==> src/plb_pkg.sv <==
// ----------------------------------------------------------------------------
// plb_pkg - price level book shared definitions
// Widths, beat payloads, controller/datapath command and status, FSM codes.
// ----------------------------------------------------------------------------
package plb_pkg;

	localparam int LEVELS  = 256;
	localparam int IDX_W   = $clog2(LEVELS);
	localparam int CNT_W   = IDX_W + 1;
	localparam int PRICE_W = 32;
	localparam int AMT_W   = 31;
	localparam int STAMP_W = 64;
	localparam int ENTRY_W = PRICE_W + AMT_W;

	localparam logic MODE_CLEAR = 1'b0;
	localparam logic MODE_SET   = 1'b1;
	localparam logic SIDE_ASK   = 1'b0;
	localparam logic SIDE_BID   = 1'b1;

	typedef struct packed {
		logic               mode;
		logic               side;
		logic [PRICE_W-1:0] price;
		logic [AMT_W-1:0]   amount;
		logic [STAMP_W-1:0] stamp;
		logic               last_in_message;
	} in_item_t;

	typedef struct packed {
		logic [STAMP_W-1:0] book_stamp;
		logic [PRICE_W-1:0] best_bid_price;
		logic [AMT_W-1:0]   best_bid_amount;
		logic               bid_present;
		logic [PRICE_W-1:0] best_ask_price;
		logic [AMT_W-1:0]   best_ask_amount;
		logic               ask_present;
		logic               overflowed;
	} out_item_t;

	typedef struct packed {
		logic load;
		logic scan;
		logic finish;
	} dp_cmd_t;

	typedef struct packed {
		logic scan_done;
		logic item_last;
		logic out_busy;
	} dp_status_t;

	typedef enum logic [2:0] {
		ST_IDLE   = 3'b001,
		ST_SCAN   = 3'b010,
		ST_FINISH = 3'b100
	} state_t;

endpackage

==> src/plb_ctrl.sv <==
// ----------------------------------------------------------------------------
// plb_ctrl - price level book controller
// Sequences accept, table scan and finish of one beat at a time.
// ----------------------------------------------------------------------------
module plb_ctrl (
	input  logic                clk,
	input  logic                arst_n,
	input  logic                in_valid,
	input  logic                in_mode,
	output logic                in_ready,
	output plb_pkg::dp_cmd_t    cmd,
	input  plb_pkg::dp_status_t status
);

	plb_pkg::state_t state_q, state_d;

	always_ff @(posedge clk or negedge arst_n) begin
		if (!arst_n) state_q <= plb_pkg::ST_IDLE;
		else         state_q <= state_d;
	end

	always_comb begin
		state_d    = state_q;
		cmd        = '0;
		in_ready   = 1'b0;
		case (state_q)
			plb_pkg::ST_IDLE: begin
				in_ready = 1'b1;
				if (in_valid) begin
					cmd.load = 1'b1;
					state_d  = (in_mode == plb_pkg::MODE_SET) ? plb_pkg::ST_SCAN
					                                          : plb_pkg::ST_FINISH;
				end
			end
			plb_pkg::ST_SCAN: begin
				cmd.scan = 1'b1;
				if (status.scan_done) state_d = plb_pkg::ST_FINISH;
			end
			plb_pkg::ST_FINISH: begin
				if (!(status.item_last && status.out_busy)) begin
					cmd.finish = 1'b1;
					state_d    = plb_pkg::ST_IDLE;
				end
			end
			default: state_d = plb_pkg::ST_IDLE;
		endcase
	end

endmodule

==> config.mk <==
export PLATFORM = sky130hd
export DESIGN_NAME = plb_ctrl
export DESIGN_NICKNAME = d
export VERILOG_FILES = /design/src/plb_pkg.sv /design/src/plb_ctrl.sv
export SDC_FILE = /design/constraint.sdc
export NUM_CORES = 1
export LEC_CHECK = 0
export BUFFER_PORTS_ARGS = -buffer_cell sky130_fd_sc_hd__buf_2
export CORE_AREA = 2 2 39 41
export DETAILED_ROUTE_END_ITERATION = 6
export DIE_AREA = 0 0 41 43
export HOLD_SLACK_MARGIN = 0.12
export PLACE_DENSITY = 0.41
export SYNTH_ARGS = -nofsm -noshare
export SYNTH_HDL_FRONTEND = slang
export SYNTH_SLANG_ARGS = --single-unit
==> constraint.sdc <==
create_clock -name clk -period 3.07 [get_ports clk]
set_clock_uncertainty 0.15 [all_clocks]
set_input_delay 0.1535 -clock clk [delete_from_list [all_inputs] [get_ports clk]]
set_output_delay 0.1535 -clock clk [all_outputs]
set_load 0.01 [all_outputs]
# Word level (Yosys, flattened, before mapping)
# Index checks and enable logic that the tools add are counted.
[word_totals] input_bits=7 ff_bits=3
[op_classes] n_reduce_logical=2 eq_ne=6 n_mux=11
[ops] cell="2-to-1 mux 3 bit" n=4
[ops] cell="one-hot mux 3 bit (3 select lines)" n=1
[ops] cell="2-to-1 mux 1 bit" n=6
[ops] cell="inequality test 2 bit (second input constant)" n=3
[ops] cell="equality test 3 x 1 -> 1 bit (second input constant)" n=1
[ops] cell="equality test 3 x 2 -> 1 bit (second input constant)" n=1
[ops] cell="equality test 3 bit (second input constant)" n=1
[ops] cell="AND reduction 3 bit" n=1
[ops] cell="logical AND 1 bit" n=1

# Logic depth before layout (Yosys ltp)
# Gate-level depths: netlist of run 1.
[depth] ltp_word=3 ltp_mapped=3

# Worst setup path after synthesis of run 1
# Ideal clock, no wire load.
[synth_path] kind="register -> output" start="register state_q[1]" end="output port cmd[0] (netlist name)" n_path_buf=0 path_slack_ps=1697 t_required_ps=2766 arrival_time_ps=1069 path_stages_with_launch=2 path_cell_list="dfrtp_1 > a2111oi_0"
[synth_lines] element="from (decl)" line="plb_ctrl.sv:15" rtl="plb_pkg::state_t state_q, state_d;"
[synth_lines] element="from (signal assigned)" line="plb_ctrl.sv:18" rtl="if (!arst_n) state_q <= plb_pkg::ST_IDLE;"
[synth_lines] element="from (signal assigned)" line="plb_ctrl.sv:19" rtl="else state_q <= state_d;"
[synth_lines] element="to (decl)" line="plb_ctrl.sv:11" rtl="output plb_pkg::dp_cmd_t cmd,"

==> results.tsv, run 1 <==
metric	value	unit
outcome	completed	
Routed WL per cell	9.11	µm
synthesized flop and latch total	3	
row cnt	14	
syn_nets	26	
Power per Cell Area	608	nW/µm²
max incr delay on CP	570	ps
final wirelength	492	µm
Final GP Congestion	0.628	
Die X	41	µm
DRT Pass-1 Iters	1	
die area	1760	µm²
switch share	0.315	
vias in the first global route	175	
Slowest cell on crit path	dfstp_2	
WP buf/inv	1	
Worst-path clk slew	40	ps
Max H-tree Level	1	
register with the most flip-flops	state_q	
largest registers	state_q: 3 flops	
drt drc	0	
worst path arrival time	1290	ps
CP endpoint kind	output port	
Finished Layout Cells	54	
Crit Path Max Fanout	7	
Largest delay share family, worst path	flip-flops	
Worst Setup Path Type	flip-flop to output port	
clock share of power	0.348	
Flop pwr share	0.344	
RSZ-0062 raised after global routing	no	
layout cells sized above 1	0.421	
FMAX	628	MHz
post-synth cell types	13	
Post-CTS Setup Inserts	0	
Setup TNS	0	ps
Max-slew headroom	0.773	
yosys synthesis warning count	0	
CTS Sinks	3	
Post-Syn Area per Cell	9.68	µm²
CTS tree	built	
final period utilization	0.519	
mapped cell area	184	µm²
clk buf depth	2	
Max IR drop VDD	0.000211	V
first-pass GRT wire length	759	µm
gr ovfl total	0	
via count	208	
Starting Density	0.133	
Worst-Margin Slew	333	ps
commonest non-fill, non-tap cell in the layout	buf_2	
Post-DRT Antenna Nets	0	
initial antenna violation count	0	
cells after synthesis	19	
CTS resizes	0	
TritonCTS Buffers	3	
Combinational Power Share	0.308	
Worst EP required	2770	ps
Final Slew Violations	0	
largest net degree at the start of global routing	8	
Syn-to-layout area delta	79.6	%
n_diodes	0	
Final setup viols	0	
fin nets	46	
max reg flops	3	
Hold/Removal Path Class	input port to flip-flop	
root buffer cell	clkbuf_4	
Psw	63.3	µW
post-placement cell count	45	
Core Footprint	1380	µm²
Fill cells	164	
Final Power	201	µW
Initial DRC Count	0	
max-cap viol count	0	
Final Critical Period	1590	ps
commonest non-fill, non-tap cells in the layout	buf_2 (10), dlygate4sd3_1 (5), a21oi_1 (3), clkbuf_4 (3)	
IO Port Bufs	10	
die height	43	µm
Critical Path Start Type	flip-flop	
drt via density	3.85	
gr usage total	0.0735	
sequential area share after synthesis	0.415	
Final Hold Fails	0	
CTS Hold Bufs	5	
clock latency on the worst-skew pair	230	ps
Leak	0.000156	µW
Ports	11	
internal power	137	µW
CP Cell Sequence	nor3b_2 -> and2_4 -> buf_2	
## cells by family after synthesis
| logic type | synth area share |
|---|---|
| AOI/OAI and AO/OA | 0.170 |
| buffers and inverters | 0.0408 |
| DFF | 0.415 |
| and+or+nand+nor | 0.374 |
## stage by stage
| step | area (µm²) | utilization | worst slack, ps | hold WS (ps) |
|---|---|---|---|---|
| 4_1_cts | 330 | 0.239 | 1460 | 209 |
| 2_1_floorplan | 184 | - | 1700 | -292 |
| 3_5_place_dp | 254 | 0.184 | 1720 | -198 |
| 5_1_grt | 330 | 0.239 | 1410 | 232 |
| 6_report | 330 | 0.239 | 1480 | 206 |
| 3_3_place_gp | 254 | 0.184 | 1720 | -197 |
## synthesized netlist by cell type
library cell	number	area, µm²
nor2_1	2	7.51
and2_4	1	8.76
nor3b_2	1	12.5
a2111oi_0	1	8.76
dfstp_2	1	26.3
nand4b_1	2	17.5
or3b_1	1	8.76
a21o_1	1	7.51
nand3b_1	1	7.51
inv_1	2	7.51
nand2b_1	1	6.26
a21oi_1	3	15.0
dfrtp_1	2	50.1
## power groups by stage
stage | Clock [µW] | Sequential, µW | Combinational (µW)
final | 69.8 | 69.1 | 61.9
after global routing | 81.6 | 72.6 | 66.8
after CTS | 74.2 | 69.2 | 62.7
after detailed placement | 0 | 69.7 | 57.7
after global placement | 0 | 70.9 | 57.8
after floorplan | 0 | 65.0 | 37.9
## worst min-delay path: cells and delay by family
| kind | cells | cell delay (ps) |
|---|---|---|
| compound gates | 1 | 80 |
| buf+inv | 1 | 100 |
| simple gates | 2 | 220 |
## final cells by class
class / instances / area [µm²] / area share
multi-input combinational: 14 / 100 / 0.303
sequential: 3 / 76.3 / 0.231
clock buffer: 4 / 26.3 / 0.0795
timing repair buffer: 15 / 100 / 0.303
inverter: 2 / 7.51 / 0.0227
tap: 16 / 20.0 / 0.0606
## per-layer routing
layer | vias up | track usage | share of wire
met3 | 0 | 0.0628 | 0.089
li1 | 107 | - | -
met4 | 0 | 0.0600 | 0
met2 | 7 | 0.0813 | 0.47
met1 | 94 | 0.0844 | 0.44
met5 | - | 0 | 0
## path summary, 6_finish.rpt
path                            start         end  slack [ps]  cells after the start
setup / recovery           state_q[0]      cmd[2]        1480                      3
hold / removal              status[1]  state_q[0]         210                      4
setup reg to reg           state_q[0]  state_q[2]        1810                      3
hold reg to reg            state_q[2]  state_q[1]         380                      1
max in group asynchronous      arst_n  state_q[2]        2010                      3
min in group asynchronous      arst_n  state_q[0]         240                      2
No activity file was read; power rests on OpenSTA's default activity.
==> run 2, diff against run 1 <==
clock period = 1.65 ns   (was 3.07 ns; I/O delays follow)
==> run 2 against run 1 <==
Compared with the run above:
- clock power up 82%
- register-to-register slack worse by 1400 ps
- sequential power up 87%
- utilization unchanged
- largest cell class unchanged
- highest routed layer unchanged
==> results.tsv, run 2 (same netlist as run 1, synthesis figures left out) <==
metric	value	unit	change
outcome	completed		
via count	210		+0.96%
Ports	11		unchanged
stages on the worst setup path	3		unchanged
Syn-to-layout area delta	79.6	%	unchanged
CTS Hold Bufs	5		unchanged
RSZ-0062 raised after global routing	no		
Setup TNS	0	ps	unchanged
Worst EP required	1420	ps	-1350 ps
Reg2Reg Depth	3		unchanged
Worst setup endpoint	cmd[2]		
vias in the first global route	197		+13%
Final Critical Period	1520	ps	
gr usage total	0.0704		-0.00309
smallest setup slack after layout	130	ps	-1350 ps
Fill cells	151		-7.9%
Max IR drop VDD	0.000412	V	+95%
Die X	41	µm	unchanged
Core Footprint	1380	µm²	unchanged
Crit Path Max Fanout	7		unchanged
CTS Sinks	3		unchanged
Max-slew headroom	0.776		+0.00329
first-pass GRT wire length	752	µm	-0.92%
Worst-Margin Slew	328	ps	-4.81 ps
TritonCTS Buffers	3		unchanged
CTS resizes	0		unchanged
pre-CTS worst setup slack	369	ps	-1350 ps
initial antenna violation count	0		unchanged
WP buf/inv	1		unchanged
Worst Setup Path Type	flip-flop to output port		
Starting Density	0.133		unchanged
CP endpoint kind	output port		
Largest delay share family, worst path	flip-flops		
largest registers	state_q: 3 flops		
Finished Layout Cells	54		unchanged
worst reg2reg endpoint	state_q[2]		
clk buf depth	2		unchanged
gr ovfl total	0		unchanged
largest net degree at the start of global routing	8		unchanged
hold wc startpoint	status[0]		
final wirelength	506	µm	+2.8%
FMAX	658	MHz	
Final Slew Violations	0		unchanged
drt drc	0		unchanged
Routed WL per cell	9.37	µm	+2.8%
Power per Cell Area	1130	nW/µm²	+86%
worst reg-to-reg setup slack	390	ps	-1420 ps
IO Port Bufs	10		unchanged
max incr delay on CP	570	ps	about the same
Post-DRT Antenna Nets	0		unchanged
Final Hold Fails	0		unchanged
Post-CTS Setup Inserts	0		unchanged
die area	1760	µm²	unchanged
DRT Pass-1 Iters	4		+3
layout cells sized above 1	0.421		unchanged
fin nets	46		unchanged
hold path depth	4		unchanged
CP Cell Sequence	nor3b_2 -> and2_4 -> buf_2		
n_diodes	0		unchanged
Worst-path clk slew	40	ps	about the same
Hold/Removal Path Class	input port to flip-flop		
register with the most flip-flops	state_q		
clock latency on the worst-skew pair	230	ps	about the same
post-placement cell count	45		unchanged
Initial DRC Count	9		+9
drt via density	3.89		+0.96%
max reg flops	3		unchanged
crit path from	state_q[0]		
FF-to-FF Start	state_q[0]		
commonest non-fill, non-tap cells in the layout	buf_2 (10), dlygate4sd3_1 (5), a21oi_1 (3), clkbuf_4 (3)		
CTS tree	built		
DP HPWL	352	µm	
die height	43	µm	unchanged
Critical Path Start Type	flip-flop		
row cnt	14		unchanged
Final setup viols	0		unchanged
commonest non-fill, non-tap cell in the layout	buf_2		
utilization after layout	0.239		unchanged
Max H-tree Level	1		unchanged
worst path arrival time	1290	ps	about the same
root buffer cell	clkbuf_4		
Final GP Congestion	0.579		-7.8%
Leak	0.000156	µW	unchanged
Slowest cell on crit path	dfstp_2		
final period utilization	0.921		
max-cap viol count	0		unchanged
Final Power	373	µW	+86%
==> run 2: cell counts in the layout (fill, tap and decap cells not counted) <==
Identical to the previous run, type by type.
==> run 2: worst min path at each step <==
stage / endpoint / slack (ps)
global route: state_q[0] / 180
CTS: state_q[0] / 140
global placement: state_q[1] / -270
floorplan: state_q[1] / -360
detailed placement: state_q[1] / -270
finish: state_q[0] / 140
==> run 2: tightest hold or removal path, delay by kind of cell <==
family / cells / cell delay [ps]
simple gates: 2 / 180
compound gates: 1 / 170
buf+inv: 1 / 90
==> run 2: per-layer routing <==
metal	routed length (µm)	up-vias	global-route usage
met1	222	97	0.0777
li1	-	106	-
met4	0	0	0.0800
met2	235	7	0.0875
met3	47	0	0.0314
met5	0	-	0
==> run 2: cell type report <==
class,count,area (µm²),share of cell area
inverter,2,7.51,0.0227
multi-input combinational,14,100,0.303
tap,16,20.0,0.0606
clock buffer,4,26.3,0.0795
sequential,3,76.3,0.231
timing repair buffer,15,100,0.303
==> run 2: stage by stage <==
| step | hold slack (ps) | area [µm²] |
|---|---|---|
| final | 144 | 330 |
| after global routing | 176 | 330 |
| after CTS | 140 | 330 |
| after detailed placement | -272 | 254 |
| after global placement | -268 | 254 |
| after floorplan | -363 | 184 |
==> run 2: power breakdown <==
part / switching (µW) / total [µW] / internal (µW) / leakage (µW)
combinational: 50.7 / 117 / 66.4 / 0.000103
clock: 36.9 / 127 / 90.6 / 0.0000150
sequential: 30.1 / 129 / 98.9 / 0.0000372
==> run 3, diff against run 2 <==
RECOVER_POWER = 25   (was not set)
REMOVE_ABC_BUFFERS = 1   (was not set)
==> run 3 against run 2 <==
Compared with the run above:
- critical path depth unchanged
- hold slack unchanged
- combinational power about the same
- critical path type unchanged
- largest power group unchanged
- highest routed layer unchanged
==> results.tsv, run 3 (same netlist as run 1, synthesis figures left out) <==
metric	value	unit	change
row cnt	14		unchanged
Core Footprint	1380	µm²	unchanged
final wirelength	506	µm	unchanged
TritonCTS Buffers	3		unchanged
via count	210		unchanged
outcome	completed		
DP HPWL	352	µm	unchanged
Final GP Congestion	0.579		unchanged
Final setup viols	0		unchanged
Worst-path clk slew	40	ps	about the same
Die X	41	µm	unchanged
Worst-Margin Slew	328	ps	unchanged
clk buf depth	2		unchanged
largest net degree at the start of global routing	8		unchanged
Max IR drop VDD	0.000412	V	about the same
n_diodes	0		unchanged
Initial DRC Count	9		unchanged
Syn-to-layout area delta	78.9	%	
first-pass GRT wire length	752	µm	unchanged
Routed WL per cell	9.37	µm	unchanged
Final Critical Period	1520	ps	unchanged
Reg area	76.3	µm²	unchanged
Power per Cell Area	1130	nW/µm²	+0.30%
drt via density	3.89		unchanged
max incr delay on CP	570	ps	about the same
gr usage total	0.0704		unchanged
gr ovfl total	0		unchanged
DRT Pass-1 Iters	4		unchanged
final period utilization	0.921		unchanged
Setup TNS	0	ps	unchanged
initial antenna violation count	0		unchanged
Max-slew headroom	0.776		unchanged
CP Cell Sequence	nor3b_2 -> and2_4 -> buf_2		
max reg flops	3		unchanged
die area	1760	µm²	unchanged
multi-input combinational cell area	100	µm²	unchanged
Max H-tree Level	1		unchanged
FMAX	658	MHz	unchanged
IO Port Bufs	10		unchanged
vias in the first global route	197		unchanged
Ports	11		unchanged
commonest non-fill, non-tap cell in the layout	buf_2		
Crit Path Max Fanout	7		unchanged
root buffer cell	clkbuf_4		
Critical Path Start Type	flip-flop		
CTS Sinks	3		unchanged
max-cap viol count	0		unchanged
CP endpoint kind	output port		
die height	43	µm	unchanged
Post-DRT Antenna Nets	0		unchanged
Final Hold Fails	0		unchanged
post-placement cell count	45		unchanged
CTS tree	built		
largest registers	state_q: 3 flops		
Slowest cell on crit path	dfstp_2		
fin nets	46		unchanged
worst path arrival time	1290	ps	about the same
register with the most flip-flops	state_q		
Post-CTS Setup Inserts	0		unchanged
layout cells sized above 1	0.395		-0.0263
Final Slew Violations	0		unchanged
Worst Setup Path Type	flip-flop to output port		
Fill cells	152		+0.66%
clock latency on the worst-skew pair	230	ps	about the same
Finished Layout Cells	54		unchanged
Worst EP required	1420	ps	about the same
commonest non-fill, non-tap cells in the layout	buf_2 (9), dlygate4sd3_1 (5), a21oi_1 (3), clkbuf_4 (3)		
Leak	0.000153	µW	-1.8%
drt drc	0		unchanged
RSZ-0062 raised after global routing	no		
Hold/Removal Path Class	input port to flip-flop		
Starting Density	0.133		unchanged
run 3: changes by cell type in the layout (fill, tap and decap cells not counted):
cell	delta
buf_2	-1
clkbuf_1	+1
run 3: critical path: cells and delay by family (launching register included):
family / cells / cell delay [ps]
and+or+nand+nor: 2 / 370
DFF: 1 / 570
buffers and inverters: 1 / 120
run 3: what timing repair did:
action                                 in CTS  in global routing
gates resized for setup                     0                  0
endpoints found under the hold margin       6                  0
hold buffers                                5                  0
run 3: final timing paths:
| kind | cells after the start | start | to | slack [ps] |
|---|---|---|---|---|
| worst max-delay path | 3 | state_q[0] | cmd[2] | 130 |
| worst min-delay path | 4 | status[0] | state_q[0] | 140 |
| worst max register to register | 3 | state_q[0] | state_q[2] | 390 |
| worst min register to register | 1 | state_q[2] | state_q[1] | 380 |
| max in group asynchronous | 3 | arst_n | state_q[1] | 630 |
| min in group asynchronous | 2 | arst_n | state_q[0] | 190 |
run 3: metrics by stage:
stage          hold WS, ps  cell area, µm²  setup slack [ps]   util  total power [µW]
2_1_floorplan         -363             184               316      -               192
4_1_cts                140             330               117  0.239               382
3_5_place_dp          -272             254               369  0.184               240
6_report               144             329               130  0.238               373
5_1_grt                177             329              52.4  0.238               406
3_3_place_gp          -268             254               380  0.184               240
run 3: per-layer routing:
metal	global-route usage	vias up	routed length, µm
met2	0.0875	7	235
met4	0.0800	0	0
met1	0.0777	97	222
met3	0.0314	0	47
li1	-	106	-
met5	0	-	0
run 3: report_power, final:
group | internal (µW) | leakage, µW | switching (µW)
Clock | 90.6 | 0.0000150 | 36.9
Combinational | 66.0 | 0.000101 | 50.7
Sequential | 98.9 | 0.0000372 | 30.1
run 3: area by class of cell:
cell class              instances  area share
flip-flops and latches          3       0.232
clock buffers                   4      0.0798
multi-input cells              14       0.304
well taps                      16      0.0608
inverters                       2      0.0228
repair buffers                 15       0.300
